==> config.mk <==
export PLATFORM = sky130hd
export DESIGN_NAME = tap_double_tap_detector_top_flat
export DESIGN_NICKNAME = d
export VERILOG_FILES = /design/src/rtl/core/tdt_pkg.sv /design/src/rtl/core/tdt_in_if.sv /design/src/rtl/core/tdt_out_if.sv /design/src/rtl/core/tdt_cfg_regs.sv /design/src/rtl/core/tdt_engine.sv /design/src/rtl/core/tap_double_tap_detector_top.sv /design/src/flat_wrapper.sv
export SDC_FILE = /design/constraint.sdc
export NUM_CORES = 1
export LEC_CHECK = 0
export BUFFER_PORTS_ARGS = -buffer_cell sky130_fd_sc_hd__buf_2
export CAP_MARGIN = 5
export CORE_ASPECT_RATIO = 1.5
export CORE_MARGIN = 2
export CORE_UTILIZATION = 45
export DETAILED_ROUTE_END_ITERATION = 10
export GPL_ROUTABILITY_DRIVEN = 1
export PLACE_DENSITY = 0.65
export SLEW_MARGIN = 10
export SYNTH_ARGS = -nofsm -noshare
export SYNTH_HDL_FRONTEND = slang
export SYNTH_SLANG_ARGS = --single-unit
==> constraint.sdc <==
create_clock -name clk_i -period 6.2 [get_ports clk_i]
set_input_delay 0.93 -clock clk_i [delete_from_list [all_inputs] [get_ports clk_i]]
set_output_delay 0.93 -clock clk_i [all_outputs]
set_load 0.005 [all_outputs]
==> src/rtl/core/tdt_pkg.sv <==
// ----------------------------------------------------------------------------
// tdt_pkg: shared types and constants of the tap / double-tap detector
// Command and event codes, register indexes, reset values and the
// structures passed between the detector's modules.
// ----------------------------------------------------------------------------
package tdt_pkg;

  localparam int unsigned MagW    = 16;
  localparam int unsigned TimeW   = 32;
  localparam int unsigned CfgW    = 16;
  localparam int unsigned CfgIdxW = 3;

  typedef logic [1:0] cmd_t;
  localparam cmd_t CMD_SAMPLE  = 2'd0;
  localparam cmd_t CMD_CHECK   = 2'd1;
  localparam cmd_t CMD_RESTART = 2'd2;

  typedef logic [1:0] tap_ev_t;
  localparam tap_ev_t EV_NONE   = 2'd0;
  localparam tap_ev_t EV_SINGLE = 2'd1;
  localparam tap_ev_t EV_DOUBLE = 2'd2;

  typedef logic [CfgIdxW-1:0] cfg_idx_t;
  localparam cfg_idx_t REG_TAP_THR      = 3'd0;
  localparam cfg_idx_t REG_SECOND_THR   = 3'd1;
  localparam cfg_idx_t REG_STABLE_THR   = 3'd2;
  localparam cfg_idx_t REG_REARM_THR    = 3'd3;
  localparam cfg_idx_t REG_COOLDOWN     = 3'd4;
  localparam cfg_idx_t REG_DBL_WINDOW   = 3'd5;
  localparam cfg_idx_t REG_SWING_IGNORE = 3'd6;
  localparam cfg_idx_t REG_STABLE_TIME  = 3'd7;

  localparam logic [CfgW-1:0] RST_TAP_THR      = 16'd950;
  localparam logic [CfgW-1:0] RST_SECOND_THR   = 16'd450;
  localparam logic [CfgW-1:0] RST_STABLE_THR   = 16'd120;
  localparam logic [CfgW-1:0] RST_REARM_THR    = 16'd180;
  localparam logic [CfgW-1:0] RST_COOLDOWN     = 16'd90;
  localparam logic [CfgW-1:0] RST_DBL_WINDOW   = 16'd650;
  localparam logic [CfgW-1:0] RST_SWING_IGNORE = 16'd700;
  localparam logic [CfgW-1:0] RST_STABLE_TIME  = 16'd180;

  localparam logic [MagW-1:0] BASELINE_RESET = 16'd1000;

  typedef struct packed {
    logic [CfgW-1:0] tap_thr;
    logic [CfgW-1:0] second_thr;
    logic [CfgW-1:0] stable_thr;
    logic [CfgW-1:0] rearm_thr;
    logic [CfgW-1:0] cooldown;
    logic [CfgW-1:0] dbl_window;
    logic [CfgW-1:0] swing_ignore;
    logic [CfgW-1:0] stable_time;
  } cfg_t;

  typedef struct packed {
    cmd_t             command;
    logic [MagW-1:0]  magnitude_mg;
    logic             swing_active;
    logic [TimeW-1:0] now_ms;
  } item_t;

endpackage

==> src/rtl/core/tdt_in_if.sv <==
// ----------------------------------------------------------------------------
// tdt_in_if: input channel of the tap detector
// Valid/ready channel carrying one command with its sample and timestamp.
// ----------------------------------------------------------------------------
interface tdt_in_if;
  logic        valid;
  logic        ready;
  logic [1:0]  command;
  logic [15:0] magnitude_mg;
  logic        swing_active;
  logic [31:0] now_ms;

  modport source (output valid, output command, output magnitude_mg,
                  output swing_active, output now_ms, input ready);
  modport sink   (input valid, input command, input magnitude_mg,
                  input swing_active, input now_ms, output ready);
endinterface

==> src/rtl/core/tdt_out_if.sv <==
// ----------------------------------------------------------------------------
// tdt_out_if: result channel of the tap detector
// Valid/ready channel carrying one tap event per command.
// ----------------------------------------------------------------------------
interface tdt_out_if;
  logic       valid;
  logic       ready;
  logic [1:0] tap_event;

  modport source (output valid, output tap_event, input ready);
  modport sink   (input valid, input tap_event, output ready);
endinterface

==> src/rtl/core/tdt_cfg_regs.sv <==
// ----------------------------------------------------------------------------
// tdt_cfg_regs: configuration register file
// Eight 16-bit thresholds and time limits, written by index.
// ----------------------------------------------------------------------------
module tdt_cfg_regs (
  input  logic                   clk_i,
  input  logic                   rst_ni,
  input  logic                   we_i,
  input  tdt_pkg::cfg_idx_t      idx_i,
  input  logic [tdt_pkg::CfgW-1:0] wdata_i,
  output tdt_pkg::cfg_t          cfg_o
);
  import tdt_pkg::*;

  cfg_t cfg_q, cfg_d;

  always_comb begin
    cfg_d = cfg_q;
    if (we_i) begin
      unique case (idx_i)
        REG_TAP_THR:      cfg_d.tap_thr      = wdata_i;
        REG_SECOND_THR:   cfg_d.second_thr   = wdata_i;
        REG_STABLE_THR:   cfg_d.stable_thr   = wdata_i;
        REG_REARM_THR:    cfg_d.rearm_thr    = wdata_i;
        REG_COOLDOWN:     cfg_d.cooldown     = wdata_i;
        REG_DBL_WINDOW:   cfg_d.dbl_window   = wdata_i;
        REG_SWING_IGNORE: cfg_d.swing_ignore = wdata_i;
        REG_STABLE_TIME:  cfg_d.stable_time  = wdata_i;
      endcase
    end
  end

  always_ff @(posedge clk_i or negedge rst_ni) begin
    if (!rst_ni) begin
      cfg_q.tap_thr      <= RST_TAP_THR;
      cfg_q.second_thr   <= RST_SECOND_THR;
      cfg_q.stable_thr   <= RST_STABLE_THR;
      cfg_q.rearm_thr    <= RST_REARM_THR;
      cfg_q.cooldown     <= RST_COOLDOWN;
      cfg_q.dbl_window   <= RST_DBL_WINDOW;
      cfg_q.swing_ignore <= RST_SWING_IGNORE;
      cfg_q.stable_time  <= RST_STABLE_TIME;
    end else begin
      cfg_q <= cfg_d;
    end
  end

  assign cfg_o = cfg_q;

endmodule

==> src/rtl/core/tdt_engine.sv <==
// ----------------------------------------------------------------------------
// tdt_engine: detector state and single-pass evaluation
// Holds baseline, timestamps, flags; evaluates one command per eval_i cycle.
// ----------------------------------------------------------------------------
module tdt_engine #(
  parameter int unsigned BASELINE_SHIFT = 4
) (
  input  logic             clk_i,
  input  logic             rst_ni,
  input  logic             eval_i,
  input  tdt_pkg::item_t   item_i,
  input  tdt_pkg::cfg_t    cfg_i,
  output tdt_pkg::tap_ev_t ev_o
);
  import tdt_pkg::*;

  localparam logic [MagW:0] RoundAdd = (MagW+1)'((32'd1 << BASELINE_SHIFT) - 32'd1);

  logic [MagW-1:0]  baseline_q, baseline_d;
  logic [TimeW-1:0] last_tap_q, last_tap_d;
  logic [TimeW-1:0] last_swing_q, last_swing_d;
  logic [TimeW-1:0] stable_since_q, stable_since_d;
  logic             armed_q, armed_d;
  logic             awaiting_q, awaiting_d;

  logic [MagW-1:0]  mag;
  logic [TimeW-1:0] now;
  logic             mag_ge;
  logic [MagW-1:0]  dev;
  logic [MagW-1:0]  up_step, dn_step, base_trk;
  logic [MagW:0]    dn_sum;
  logic [TimeW-1:0] since_tap, since_swing, since_stable;
  logic             in_window, was_stable, window_over;
  logic             armed_s;
  tap_ev_t          ev;

  assign mag = item_i.magnitude_mg;
  assign now = item_i.now_ms;

  // deviation from baseline and the baseline tracking step
  assign mag_ge   = mag >= baseline_q;
  assign dev      = mag_ge ? mag - baseline_q : baseline_q - mag;
  assign up_step  = dev >> BASELINE_SHIFT;
  assign dn_sum   = {1'b0, dev} + RoundAdd;
  assign dn_step  = MagW'(dn_sum >> BASELINE_SHIFT);
  assign base_trk = mag_ge ? baseline_q + up_step : baseline_q - dn_step;

  assign since_tap    = now - last_tap_q;
  assign since_swing  = now - last_swing_q;
  assign since_stable = now - stable_since_q;
  assign window_over  = since_tap > TimeW'(cfg_i.dbl_window);
  assign in_window    = awaiting_q && !window_over;
  assign was_stable   = (stable_since_q != '0) &&
                        (since_stable >= TimeW'(cfg_i.stable_time));
  assign armed_s      = armed_q ||
                        ((dev < cfg_i.rearm_thr) && (was_stable || in_window));

  always_comb begin
    baseline_d     = baseline_q;
    last_tap_d     = last_tap_q;
    last_swing_d   = last_swing_q;
    stable_since_d = stable_since_q;
    armed_d        = armed_q;
    awaiting_d     = awaiting_q;
    ev             = EV_NONE;
    if (eval_i) begin
      unique case (item_i.command)
        CMD_SAMPLE: begin
          if (item_i.swing_active) begin
            last_swing_d = now;
            armed_d      = 1'b0;
            awaiting_d   = 1'b0;
          end else begin
            if (dev < cfg_i.stable_thr) begin
              if (stable_since_q == '0) stable_since_d = now;
            end else begin
              stable_since_d = '0;
            end
            if (dev < cfg_i.tap_thr) baseline_d = base_trk;
            armed_d = armed_s;
            if (armed_s && since_tap >= TimeW'(cfg_i.cooldown) &&
                since_swing >= TimeW'(cfg_i.swing_ignore)) begin
              if (awaiting_q) begin
                if (!window_over && dev >= cfg_i.second_thr) begin
                  awaiting_d = 1'b0;
                  armed_d    = 1'b0;
                  last_tap_d = now;
                  ev         = EV_DOUBLE;
                end
              end else if (was_stable && dev >= cfg_i.tap_thr) begin
                armed_d    = 1'b0;
                last_tap_d = now;
                awaiting_d = 1'b1;
              end
            end
          end
        end
        CMD_CHECK: begin
          if (awaiting_q && window_over) begin
            awaiting_d = 1'b0;
            armed_d    = 1'b0;
            ev         = EV_SINGLE;
          end
        end
        CMD_RESTART: begin
          baseline_d     = BASELINE_RESET;
          last_tap_d     = now - TimeW'(cfg_i.cooldown);
          last_swing_d   = now - TimeW'(cfg_i.swing_ignore);
          stable_since_d = now;
          armed_d        = 1'b1;
          awaiting_d     = 1'b0;
        end
        default: begin
          ev = EV_NONE;
        end
      endcase
    end
  end

  always_ff @(posedge clk_i or negedge rst_ni) begin
    if (!rst_ni) begin
      baseline_q     <= BASELINE_RESET;
      last_tap_q     <= '0 - TimeW'(RST_COOLDOWN);
      last_swing_q   <= '0 - TimeW'(RST_SWING_IGNORE);
      stable_since_q <= '0;
      armed_q        <= 1'b1;
      awaiting_q     <= 1'b0;
    end else begin
      baseline_q     <= baseline_d;
      last_tap_q     <= last_tap_d;
      last_swing_q   <= last_swing_d;
      stable_since_q <= stable_since_d;
      armed_q        <= armed_d;
      awaiting_q     <= awaiting_d;
    end
  end

  assign ev_o = ev;

`ifndef SYNTHESIS
  a_double_needs_pending: assert property (@(posedge clk_i) disable iff (!rst_ni)
    (eval_i && ev == EV_DOUBLE) |-> awaiting_q)
    else $error("double tap reported without a pending first tap");

  a_double_clears: assert property (@(posedge clk_i) disable iff (!rst_ni)
    (eval_i && ev == EV_DOUBLE) |=> (!awaiting_q && !armed_q))
    else $error("double tap left detector armed or pending");

  a_single_from_check: assert property (@(posedge clk_i) disable iff (!rst_ni)
    (eval_i && ev == EV_SINGLE) |-> (item_i.command == CMD_CHECK && awaiting_q))
    else $error("single tap reported outside a pending check");

  a_restart_state: assert property (@(posedge clk_i) disable iff (!rst_ni)
    (eval_i && item_i.command == CMD_RESTART) |=>
      (baseline_q == BASELINE_RESET && armed_q && !awaiting_q))
    else $error("restart did not reload the detector state");
`endif

endmodule

==> src/rtl/core/tap_double_tap_detector_top.sv <==
// ----------------------------------------------------------------------------
// tap_double_tap_detector_top: single / double tap detector
// Input register, evaluation engine with configuration, result register.
// ----------------------------------------------------------------------------
// Usage:
//   sample_i carries one command per transfer: a magnitude sample with its
//   swing flag and timestamp, a pending check, or a restart at a given time.
//   event_o returns exactly one tap event per command, in order: none,
//   single tap (from a pending check after the window) or double tap.
//   Configuration: cfg_we_i writes cfg_wdata_i into register cfg_idx_i at
//   the clock edge; write only while no command is in flight.
// Pipeline: a transferred command is held in the input register and is
//   evaluated from it once the result register can take it; its event then
//   shows on event_o from the result register: two register stages in all.
// Throughput: one command per cycle unless the result stalls; the detector
//   state (baseline, times, flags) updates in the same cycle its command is
//   evaluated, so the next command always sees it.
// Reset: all thresholds take their default values, the baseline is 1000 mg,
//   the detector is armed with no pending tap and both pipeline stages empty.
// Stall: when event_o is not taken, the result holds and the input register
//   still accepts one more command; sample_i.ready drops only when both the
//   input register and the result register are full and the result stalls.
// ----------------------------------------------------------------------------
module tap_double_tap_detector_top #(
  parameter int unsigned BASELINE_SHIFT = 4
) (
  input  logic                        clk_i,
  input  logic                        rst_ni,
  tdt_in_if.sink                      sample_i,
  tdt_out_if.source                   event_o,
  input  logic                        cfg_we_i,
  input  tdt_pkg::cfg_idx_t           cfg_idx_i,
  input  logic [tdt_pkg::CfgW-1:0]    cfg_wdata_i
);
  import tdt_pkg::*;

  cfg_t    cfg;
  item_t   in_q;
  logic    in_valid_q;
  logic    out_valid_q;
  tap_ev_t out_ev_q;
  tap_ev_t ev;
  logic    advance;
  logic    in_take;

  // evaluate the held command whenever the result register can take it
  assign advance = in_valid_q && (!out_valid_q || event_o.ready);
  assign in_take = sample_i.valid && sample_i.ready;

  assign sample_i.ready = !in_valid_q || advance;

  // input register: load on transfer, drop once evaluated
  always_ff @(posedge clk_i or negedge rst_ni) begin
    if (!rst_ni) begin
      in_valid_q <= 1'b0;
    end else begin
      in_valid_q <= in_take || (in_valid_q && !advance);
    end
  end

  always_ff @(posedge clk_i) begin
    if (in_take) begin
      in_q.command      <= sample_i.command;
      in_q.magnitude_mg <= sample_i.magnitude_mg;
      in_q.swing_active <= sample_i.swing_active;
      in_q.now_ms       <= sample_i.now_ms;
    end
  end

  tdt_cfg_regs u_cfg (
    .clk_i   (clk_i),
    .rst_ni  (rst_ni),
    .we_i    (cfg_we_i),
    .idx_i   (cfg_idx_i),
    .wdata_i (cfg_wdata_i),
    .cfg_o   (cfg)
  );

  tdt_engine #(
    .BASELINE_SHIFT (BASELINE_SHIFT)
  ) u_engine (
    .clk_i  (clk_i),
    .rst_ni (rst_ni),
    .eval_i (advance),
    .item_i (in_q),
    .cfg_i  (cfg),
    .ev_o   (ev)
  );

  // result register: load on evaluation, hold while the receiver stalls
  always_ff @(posedge clk_i or negedge rst_ni) begin
    if (!rst_ni) begin
      out_valid_q <= 1'b0;
    end else begin
      out_valid_q <= advance || (out_valid_q && !event_o.ready);
    end
  end

  always_ff @(posedge clk_i) begin
    if (advance) out_ev_q <= ev;
  end

  assign event_o.valid     = out_valid_q;
  assign event_o.tap_event = out_ev_q;

`ifndef SYNTHESIS
  a_eval_fills_result: assert property (@(posedge clk_i) disable iff (!rst_ni)
    advance |=> out_valid_q)
    else $error("evaluated command produced no result");

  a_backpressure_cause: assert property (@(posedge clk_i) disable iff (!rst_ni)
    !sample_i.ready |-> (in_valid_q && out_valid_q && !event_o.ready))
    else $error("input stalled without a full pipeline");

  a_drain_when_empty: assert property (@(posedge clk_i) disable iff (!rst_ni)
    (event_o.valid && event_o.ready && !in_valid_q) |=> !event_o.valid)
    else $error("result appeared without a command to evaluate");
`endif

endmodule
==> src/flat_wrapper.sv <==
// flat-port wrapper written by rule: the top's interface ports become plain ports
module tap_double_tap_detector_top_flat import tdt_pkg::*;
#(
  parameter int unsigned BASELINE_SHIFT = 4
)
  (clk_i, rst_ni, cfg_we_i, cfg_idx_i, cfg_wdata_i, sample_i_valid, sample_i_command, sample_i_magnitude_mg, sample_i_swing_active, sample_i_now_ms, sample_i_ready, event_o_valid, event_o_tap_event, event_o_ready);
  tdt_in_if sample_i_i ();
  tdt_out_if event_o_i ();
  input  logic clk_i;
  input  logic rst_ni;
  input  logic cfg_we_i;
  input  tdt_pkg::cfg_idx_t cfg_idx_i;
  input  logic [tdt_pkg::CfgW-1:0] cfg_wdata_i;
  input wire logic [$bits(sample_i_i.valid)-1:0] sample_i_valid;
  input wire logic [$bits(sample_i_i.command)-1:0] sample_i_command;
  input wire logic [$bits(sample_i_i.magnitude_mg)-1:0] sample_i_magnitude_mg;
  input wire logic [$bits(sample_i_i.swing_active)-1:0] sample_i_swing_active;
  input wire logic [$bits(sample_i_i.now_ms)-1:0] sample_i_now_ms;
  output wire logic [$bits(sample_i_i.ready)-1:0] sample_i_ready;
  output wire logic [$bits(event_o_i.valid)-1:0] event_o_valid;
  output wire logic [$bits(event_o_i.tap_event)-1:0] event_o_tap_event;
  input wire logic [$bits(event_o_i.ready)-1:0] event_o_ready;
  assign sample_i_i.valid = sample_i_valid;
  assign sample_i_i.command = sample_i_command;
  assign sample_i_i.magnitude_mg = sample_i_magnitude_mg;
  assign sample_i_i.swing_active = sample_i_swing_active;
  assign sample_i_i.now_ms = sample_i_now_ms;
  assign sample_i_ready = sample_i_i.ready;
  assign event_o_valid = event_o_i.valid;
  assign event_o_tap_event = event_o_i.tap_event;
  assign event_o_i.ready = event_o_ready;
  tap_double_tap_detector_top #(.BASELINE_SHIFT(BASELINE_SHIFT)) u_core (.clk_i(clk_i), .rst_ni(rst_ni), .sample_i(sample_i_i), .event_o(event_o_i), .cfg_we_i(cfg_we_i), .cfg_idx_i(cfg_idx_i), .cfg_wdata_i(cfg_wdata_i));
endmodule
==> flow_metrics.env, run 1 <==
export IMPL_crit_type="flop to flop"
export IMPL_drtAntennaViolNets=0
export IMPL_place_ws_ns=-0.4575
export IMPL_grtUsageMet2=0.5436
export IMPL_cp_arrival_ns=6.33
export IMPL_ys_ff_latch=297
export IMPL_end_kind="flop"
export IMPL_cts_made_buffers=35
export IMPL_relSlewSlack=0.3286
export IMPL_drv_cap=0
export IMPL_clock_path_buffers=3
export IMPL_antenna_found_initial=3
export IMPL_fin_skew_ns=0.02596
export IMPL_tightest_slew_ns=1.007
export IMPL_clk_latency_ns=0.57
export IMPL_cp_max_fo=6
export IMPL_grt_pass1_wl_um=126500
export IMPL_grt_remaining_overflow=0
export IMPL_required_ns=6.63
export IMPL_fin_nets=3415
export IMPL_period_share=0.9519
export IMPL_finalCriticalPeriod_ns=5.902
export IMPL_drt_iter0_drc=1026
export IMPL_synth_area_mm2=0.02511
export IMPL_use_met1=0.2838
export IMPL_rows=106
export IMPL_n_fill_cell=5149
export IMPL_synth_flop_cell="dfrtp_1"
export IMPL_crit_path_start="u_core.in_q[0]$_DFFE_PP_"
export IMPL_gp_congestion=0.9272
export IMPL_ys_seq_area_frac=0.3114
export IMPL_clk_pin_slew_worst_paths_ns=0.06
export IMPL_critical_path_endpoint="u_core.u_engine.last_tap_q[6]$_DFFE_PN0P_"
export IMPL_synth_fp_nets=3254
export IMPL_synth_edff_count=53
export IMPL_wl_um=81990
export IMPL_die_w_um=196.9
export IMPL_final_common_cell="inv_1"
export IMPL_cts_sinks=297
export IMPL_status="finished clean"
export IMPL_worstReg2RegEnd="u_core.u_engine.last_tap_q[6]$_DFFE_PN0P_"
export IMPL_crit_top_cell="a21oi_1"
export IMPL_gr_max_usage_layer="met2"
export IMPL_layout_common_cells="inv_1 (319), ha_1 (298), nand2_1 (226), o21ai_0 (198), a21oi_1 (191)"
export IMPL_fin_util=0.5152
export IMPL_syn_inst=2872
export IMPL_fmax_mhz=169.4
export IMPL_vias_per_cell=5.931
export IMPL_r2r_start="u_core.in_q[0]$_DFFE_PP_"
export IMPL_io_buffers=78
export IMPL_holdBufCountCts=0
export IMPL_track_usage=0.2831
export IMPL_start_util=0.4529
export IMPL_cp_start_kind="flop"
export IMPL_synthArstFlopShare=0.8215
export IMPL_wl_per_cell_um=21.79
export IMPL_peakVddDrop_mv=0.3480
export IMPL_cpPeakStageDelay_ns=0.48
export IMPL_crit_cells=26
export IMPL_fin_ws_ns=0.2981
export IMPL_dr_total_vias=22318
export IMPL_drive_above_1_share=0.1768
export IMPL_die_area_mm2=0.05773
export IMPL_grt_start_max_net_pins=150
export IMPL_area_growth_pct=13.78
export IMPL_r2r_slack_ns=0.30
export IMPL_place_hpwl_um=64090
export IMPL_hold_ws_ns=0.4352
export IMPL_syn_avg_cell_area_um2=8.741
export IMPL_path_delay_family="compound AO/OA/AOI/OAI gates"
export IMPL_synth_cell_types=92
export IMPL_hp_class="input port to async pin"
export IMPL_die_height_um=293.3
export IMPL_slowest_stage="edfxtp_1"
export IMPL_htreeDepth=2
export IMPL_dr_pass1_iters=5
export IMPL_core_mm2=0.05544
export IMPL_grt_pass1_vias=23018
export IMPL_ff2ff_path_depth=26
export IMPL_yosysWarnings=0
export IMPL_fin_tns_setup_ns=0
export IMPL_grt_use_met3=0.03444
export IMPL_ios=79
export IMPL_hold_viol=0
export IMPL_drc_errors=0
export IMPL_timing_critical_path_buf_inv=5
export IMPL_final_max_slew_viol_count=0
export IMPL_p_per_area_mw_per_mm2=585.8
export IMPL_setup_viol=0
export IMPL_clock_root_buffer="clkbuf_16"
export IMPL_cts_tree="built"
export IMPL_p_leak_nw=12.92
export IMPL_rsz0062_at_grt="true"
[state kept, by name (all words and copies together), names as in the netlist]
register and flops:
u_core.u_cfg.cfg_o 128, u_core.in_q 51, u_core.u_engine.last_swing_q 32, u_core.u_engine.last_tap_q 32
u_core.u_engine.stable_since_q 32, u_core.u_engine.baseline_q 16, u_core.event_o.tap_event 2, u_core.event_o.valid 1
u_core.in_valid_q 1, u_core.u_engine.armed_q 1, u_core.u_engine.awaiting_q 1
[worst reg2reg max path, delay by kind of cell, from the launching register on]
| kind | cells | cell delay [ns] |
|---|---|---|
| XOR/XNOR | 1 | 0.14 |
| buffers and inverters | 5 | 0.86 |
| AO/OA/AOI/OAI | 11 | 2.19 |
| AND/OR/NAND/NOR | 5 | 0.83 |
| multiplexers | 1 | 0.31 |
| flip-flops | 1 | 0.48 |
| adder cells (fa/ha/maj) | 3 | 0.93 |
[metal layers]
metal  wire length, µm  up-vias
met4              5996        4
met2             43480      589
met5                27        -
met1             29430    10797
met3              3067      259
li1                  -    10669
[layout make-up]
class                      instances  area [µm²]  area share
antenna                            1       2.502  0.00008761
inverter                         320        1201     0.04205
tap                              702       878.3     0.03075
multi-input combinational       2157       15820      0.5539
clock inverter                    12       177.7    0.006220
clock buffer                      52        1096     0.03837
sequential                       297        7819      0.2737
timing repair buffer             222        1567     0.05484
[worst min path at each step]
stage	cells past startpoint	slack (ns)	from	to
4_1_cts	1	0.44	rst_ni	u_core.u_engine.last_swing_q[1]$_DFFE_PN0P_
3_5_place_dp	2	0.47	u_core.u_engine.last_swing_q[27]$_DFFE_PN1P_	u_core.u_engine.last_swing_q[27]$_DFFE_PN1P_
3_3_place_gp	1	0.46	u_core.in_valid_q$_DFF_PN0_	u_core.event_o.valid$_DFF_PN0_
6_report	1	0.44	rst_ni	u_core.u_engine.last_swing_q[5]$_DFFE_PN0P_
2_1_floorplan	1	0.45	u_core.in_valid_q$_DFF_PN0_	u_core.event_o.valid$_DFF_PN0_
5_1_grt	1	0.49	rst_ni	u_core.u_engine.last_swing_q[5]$_DFFE_PN0P_
[Yosys cell counts, types with 60 or more instances]
master / count / area (µm²)
dfrtp_1: 147 / 3679
clkbuf_1: 68 / 255.2
dfstp_2: 97 / 2549
ha_1: 299 / 3741
nand3_1: 60 / 300.3
nand2_1: 228 / 855.8
a21oi_1: 195 / 975.9
o21ai_0: 206 / 1031
nor3_1: 65 / 325.3
nor2_1: 164 / 615.6
inv_1: 319 / 1197
a21o_1: 67 / 503.0
xnor2_1: 87 / 762.0
mux2_2: 82 / 923.4
[power by group]
group	internal (mW)	total (mW)	switching, mW
logic	4.87	11.5	6.60
clock network	1.40	2.30	0.905
registers	2.65	2.96	0.303
total	8.92	16.7	7.81
[cell families after synthesis]
kind of cell / synth area share
buf+inv: 0.06713
simple gates: 0.1511
mux: 0.05532
fa+ha+maj: 0.1554
xor+xnor: 0.04884
compound gates: 0.2108
flops: 0.3114
[metrics by stage]
step	total power, mW	cell area (µm²)	std cells
6_report	16.73	28560	3763
5_1_grt	18.16	28560	3762
4_1_cts	16.36	28250	3749
3_5_place_dp	13.88	26930	3683
3_3_place_gp	13.61	26930	3683
2_1_floorplan	10.45	25110	2872
[timing repair]
item                                    CTS  global route
endpoints found under the setup margin   34            70
buffers inserted                          2            11
pin swaps                                 1            11
cloned                                    0             2
gates resized for setup                   9            42
Note: power is estimated with default switching activity, not from simulation.
==> run 2, diff against run 1 <==
ABC_AREA = 1   (was default)
CORE_UTILIZATION = 41   (was 45)
PLACE_DENSITY = 0.6   (was 0.65)
clock period = 4.86 ns   (was 6.2 ns; I/O delays follow)
==> flow_metrics.env, run 2 <==
export IMPL_synth_flop_cell="dfrtp_1"
export IMPL_layout_common_cells="nand2_1 (1,305), inv_1 (761), ha_1 (288), nor2_1 (277), buf_4 (254)"
export IMPL_dr_pass1_iters=5
export IMPL_clk_pin_slew_worst_paths_ns=0.07
export IMPL_postLayoutCellArea_mm2=0.03285
export IMPL_drtAntennaViolNets=0
export IMPL_syn_inst=4187
export IMPL_cp_max_fo=3
export IMPL_peakVddDrop_mv=0.3447
export IMPL_wl_um=91520
export IMPL_clk_latency_ns=0.58
export IMPL_grt_pass1_wl_um=141200
export IMPL_cp_start_kind="flop"
export IMPL_fmax_mhz=212.5
export IMPL_drive_above_1_share=0.1546
export IMPL_synth_area_mm2=0.02757
export IMPL_synth_area_leaders="nand2_1 (18%), ha_1 (14%), dfrtp_1 (13%)"
export IMPL_final_max_slew_viol_count=0
export IMPL_hp_class="input port to async pin"
export IMPL_yosysWarnings=0
export IMPL_relSlewSlack=0.2893
export IMPL_cpPeakStageDelay_ns=0.43
export IMPL_clock_root_buffer="clkbuf_16"
export IMPL_io_buffers=78
export IMPL_cts_sinks=297
export IMPL_timing_critical_path_buf_inv=5
export IMPL_rows=116
export IMPL_ys_seq_area_frac=0.2836
export IMPL_place_inst=5333
export IMPL_area_growth_pct=19.15
export IMPL_rsz0062_at_grt="true"
export IMPL_yosysMostFrequentCell="nand2_1"
export IMPL_synthArstFlopShare=0.8215
export IMPL_core_mm2=0.06662
export IMPL_required_ns=5.32
export IMPL_cp_arrival_ns=5.17
export IMPL_cts_made_buffers=36
export IMPL_p_per_area_mw_per_mm2=708.8
export IMPL_fin_skew_ns=0.03934
export IMPL_die_height_um=321.6
export IMPL_syn_avg_cell_area_um2=6.586
export IMPL_ys_ff_latch=297
export IMPL_start_util=0.4139
export IMPL_antenna_cells=0
export IMPL_dr_total_vias=27176
export IMPL_status="finished clean"
export IMPL_synth_top_area_frac=0.1825
export IMPL_setup_viol=0
export IMPL_r2r_slack_ns=0.15
export IMPL_synth_edff_count=53
export IMPL_drt_iter0_drc=1395
export IMPL_cts_tree="built"
export IMPL_wl_per_cell_um=16.87
export IMPL_final_common_cell="nand2_1"
export IMPL_synth_fp_nets=4569
export IMPL_tightest_slew_ns=1.066
export IMPL_largest_reg_flops=128
export IMPL_gp_congestion=0.9847
export IMPL_post_dp_cell_area_mm2=0.03075
export IMPL_die_area_mm2=0.06939
export IMPL_crit_type="flop to flop"
export IMPL_place_hpwl_um=74730
export IMPL_clock_path_buffers=3
export IMPL_hold_viol=0
export IMPL_path_delay_family="compound AO/OA/AOI/OAI gates"
export IMPL_power_mw=23.29
export IMPL_synth_largest_area_cell="nand2_1"
export IMPL_holdBufCountCts=0
export IMPL_die_w_um=215.7
export IMPL_synth_cell_types=56
export IMPL_period_share=0.9681
export IMPL_track_usage=0.2611
export IMPL_instances_no_fill=5425
export IMPL_fin_nets=4895
export IMPL_finalCriticalPeriod_ns=4.705
export IMPL_antenna_found_initial=1
export IMPL_vias_per_cell=5.009
export IMPL_htreeDepth=2
export IMPL_ios=79
export IMPL_grt_start_max_net_pins=103
export IMPL_slowest_stage="fa_1"
export IMPL_fin_util=0.4932
export IMPL_grt_remaining_overflow=0
export IMPL_drv_cap=0
export IMPL_grt_pass1_vias=26432
export IMPL_ys_top_cells_by_count="nand2_1 (1,341), inv_1 (780), ha_1 (299), nor2_1 (296), o21ai_0 (226)"
export IMPL_drc_errors=0
export IMPL_end_kind="flop"
export IMPL_p_leak_nw=17.50
[run 2: timing repair]
action | CTS | global route
cloned | 1 | 1
buffers inserted | 5 | 20
setup endpoints to repair | 37 | 50
pin swaps | 21 | 97
gates resized for setup | 31 | 159
[run 2: final cells by class]
class	instances	area, µm²
multi-input cells	3034	17090
inverters	789	2972
clock buffers	46	998.5
fillers	6892	33760
well taps	885	1107
clock inverters	19	209.0
repair buffers	355	2658
flip-flops and latches	297	7819
[run 2: logic make-up after synthesis]
| logic type | synth area share |
|---|---|
| buffers and inverters | 0.1191 |
| xor gates and xnor gates | 0.03621 |
| DFF | 0.2836 |
| AOI/OAI and AO/OA | 0.1088 |
| adders and majority gates | 0.1418 |
| and+or+nand+nor | 0.3105 |
[run 2: final timing paths]
check	start	endpoint	depth (start not counted)
max	u_core.u_engine.baseline_q[11]$_DFFE_PN0P_	u_core.u_engine.baseline_q[14]$_DFFE_PN0P_	28
min	rst_ni	u_core.u_engine.stable_since_q[21]$_DFFE_PN0P_	1
max reg2reg	u_core.u_engine.baseline_q[11]$_DFFE_PN0P_	u_core.u_engine.baseline_q[14]$_DFFE_PN0P_	28
min reg2reg	u_core.u_engine.last_tap_q[10]$_DFFE_PN1P_	u_core.u_engine.last_tap_q[10]$_DFFE_PN1P_	2
max in group asynchronous	rst_ni	u_core.u_cfg.cfg_o[81]$_DFFE_PN0P_	2
min in group clk_i	sample_i_magnitude_mg[4]	u_core.in_q[37]$_DFFE_PP_	1
[run 2: worst register-to-register path, delay by kind of cell (launching register included)]
kind            cells  cell delay (ns)
buf+inv             5             0.54
compound gates     13             2.15
flops               1             0.34
fa+ha+maj           3             0.97
simple gates        7             0.61
[run 2: routing by layer]
| layer | GRT usage | wire (µm) | share of wire |
|---|---|---|---|
| met4 | 0.1738 | 7261 | 0.079 |
| met2 | 0.5016 | 47570 | 0.52 |
| met5 | 0 | 13 | 0.00014 |
| met1 | 0.2655 | 33850 | 0.37 |
| met3 | 0.02465 | 2822 | 0.031 |
[run 2: report_power, final]
| group | internal [mW] | switching (mW) |
|---|---|---|
| Sequential | 3.33 | 0.370 |
| Clock | 1.63 | 1.20 |
| Combinational | 6.92 | 9.84 |
| Total | 11.9 | 11.4 |
[run 2: through the flow]
step | setup slack (ns) | setup TNS (ns) | hold slack [ns]
floorplan | 0.02338 | 0 | 0.4334
global placement | -0.1974 | -0.7484 | 0.4528
detailed placement | -0.2211 | -1.195 | 0.4538
CTS | 0.003480 | 0 | 0.08985
global route | -0.1619 | -0.7290 | 0.1185
finish | 0.1548 | 0 | 0.09179
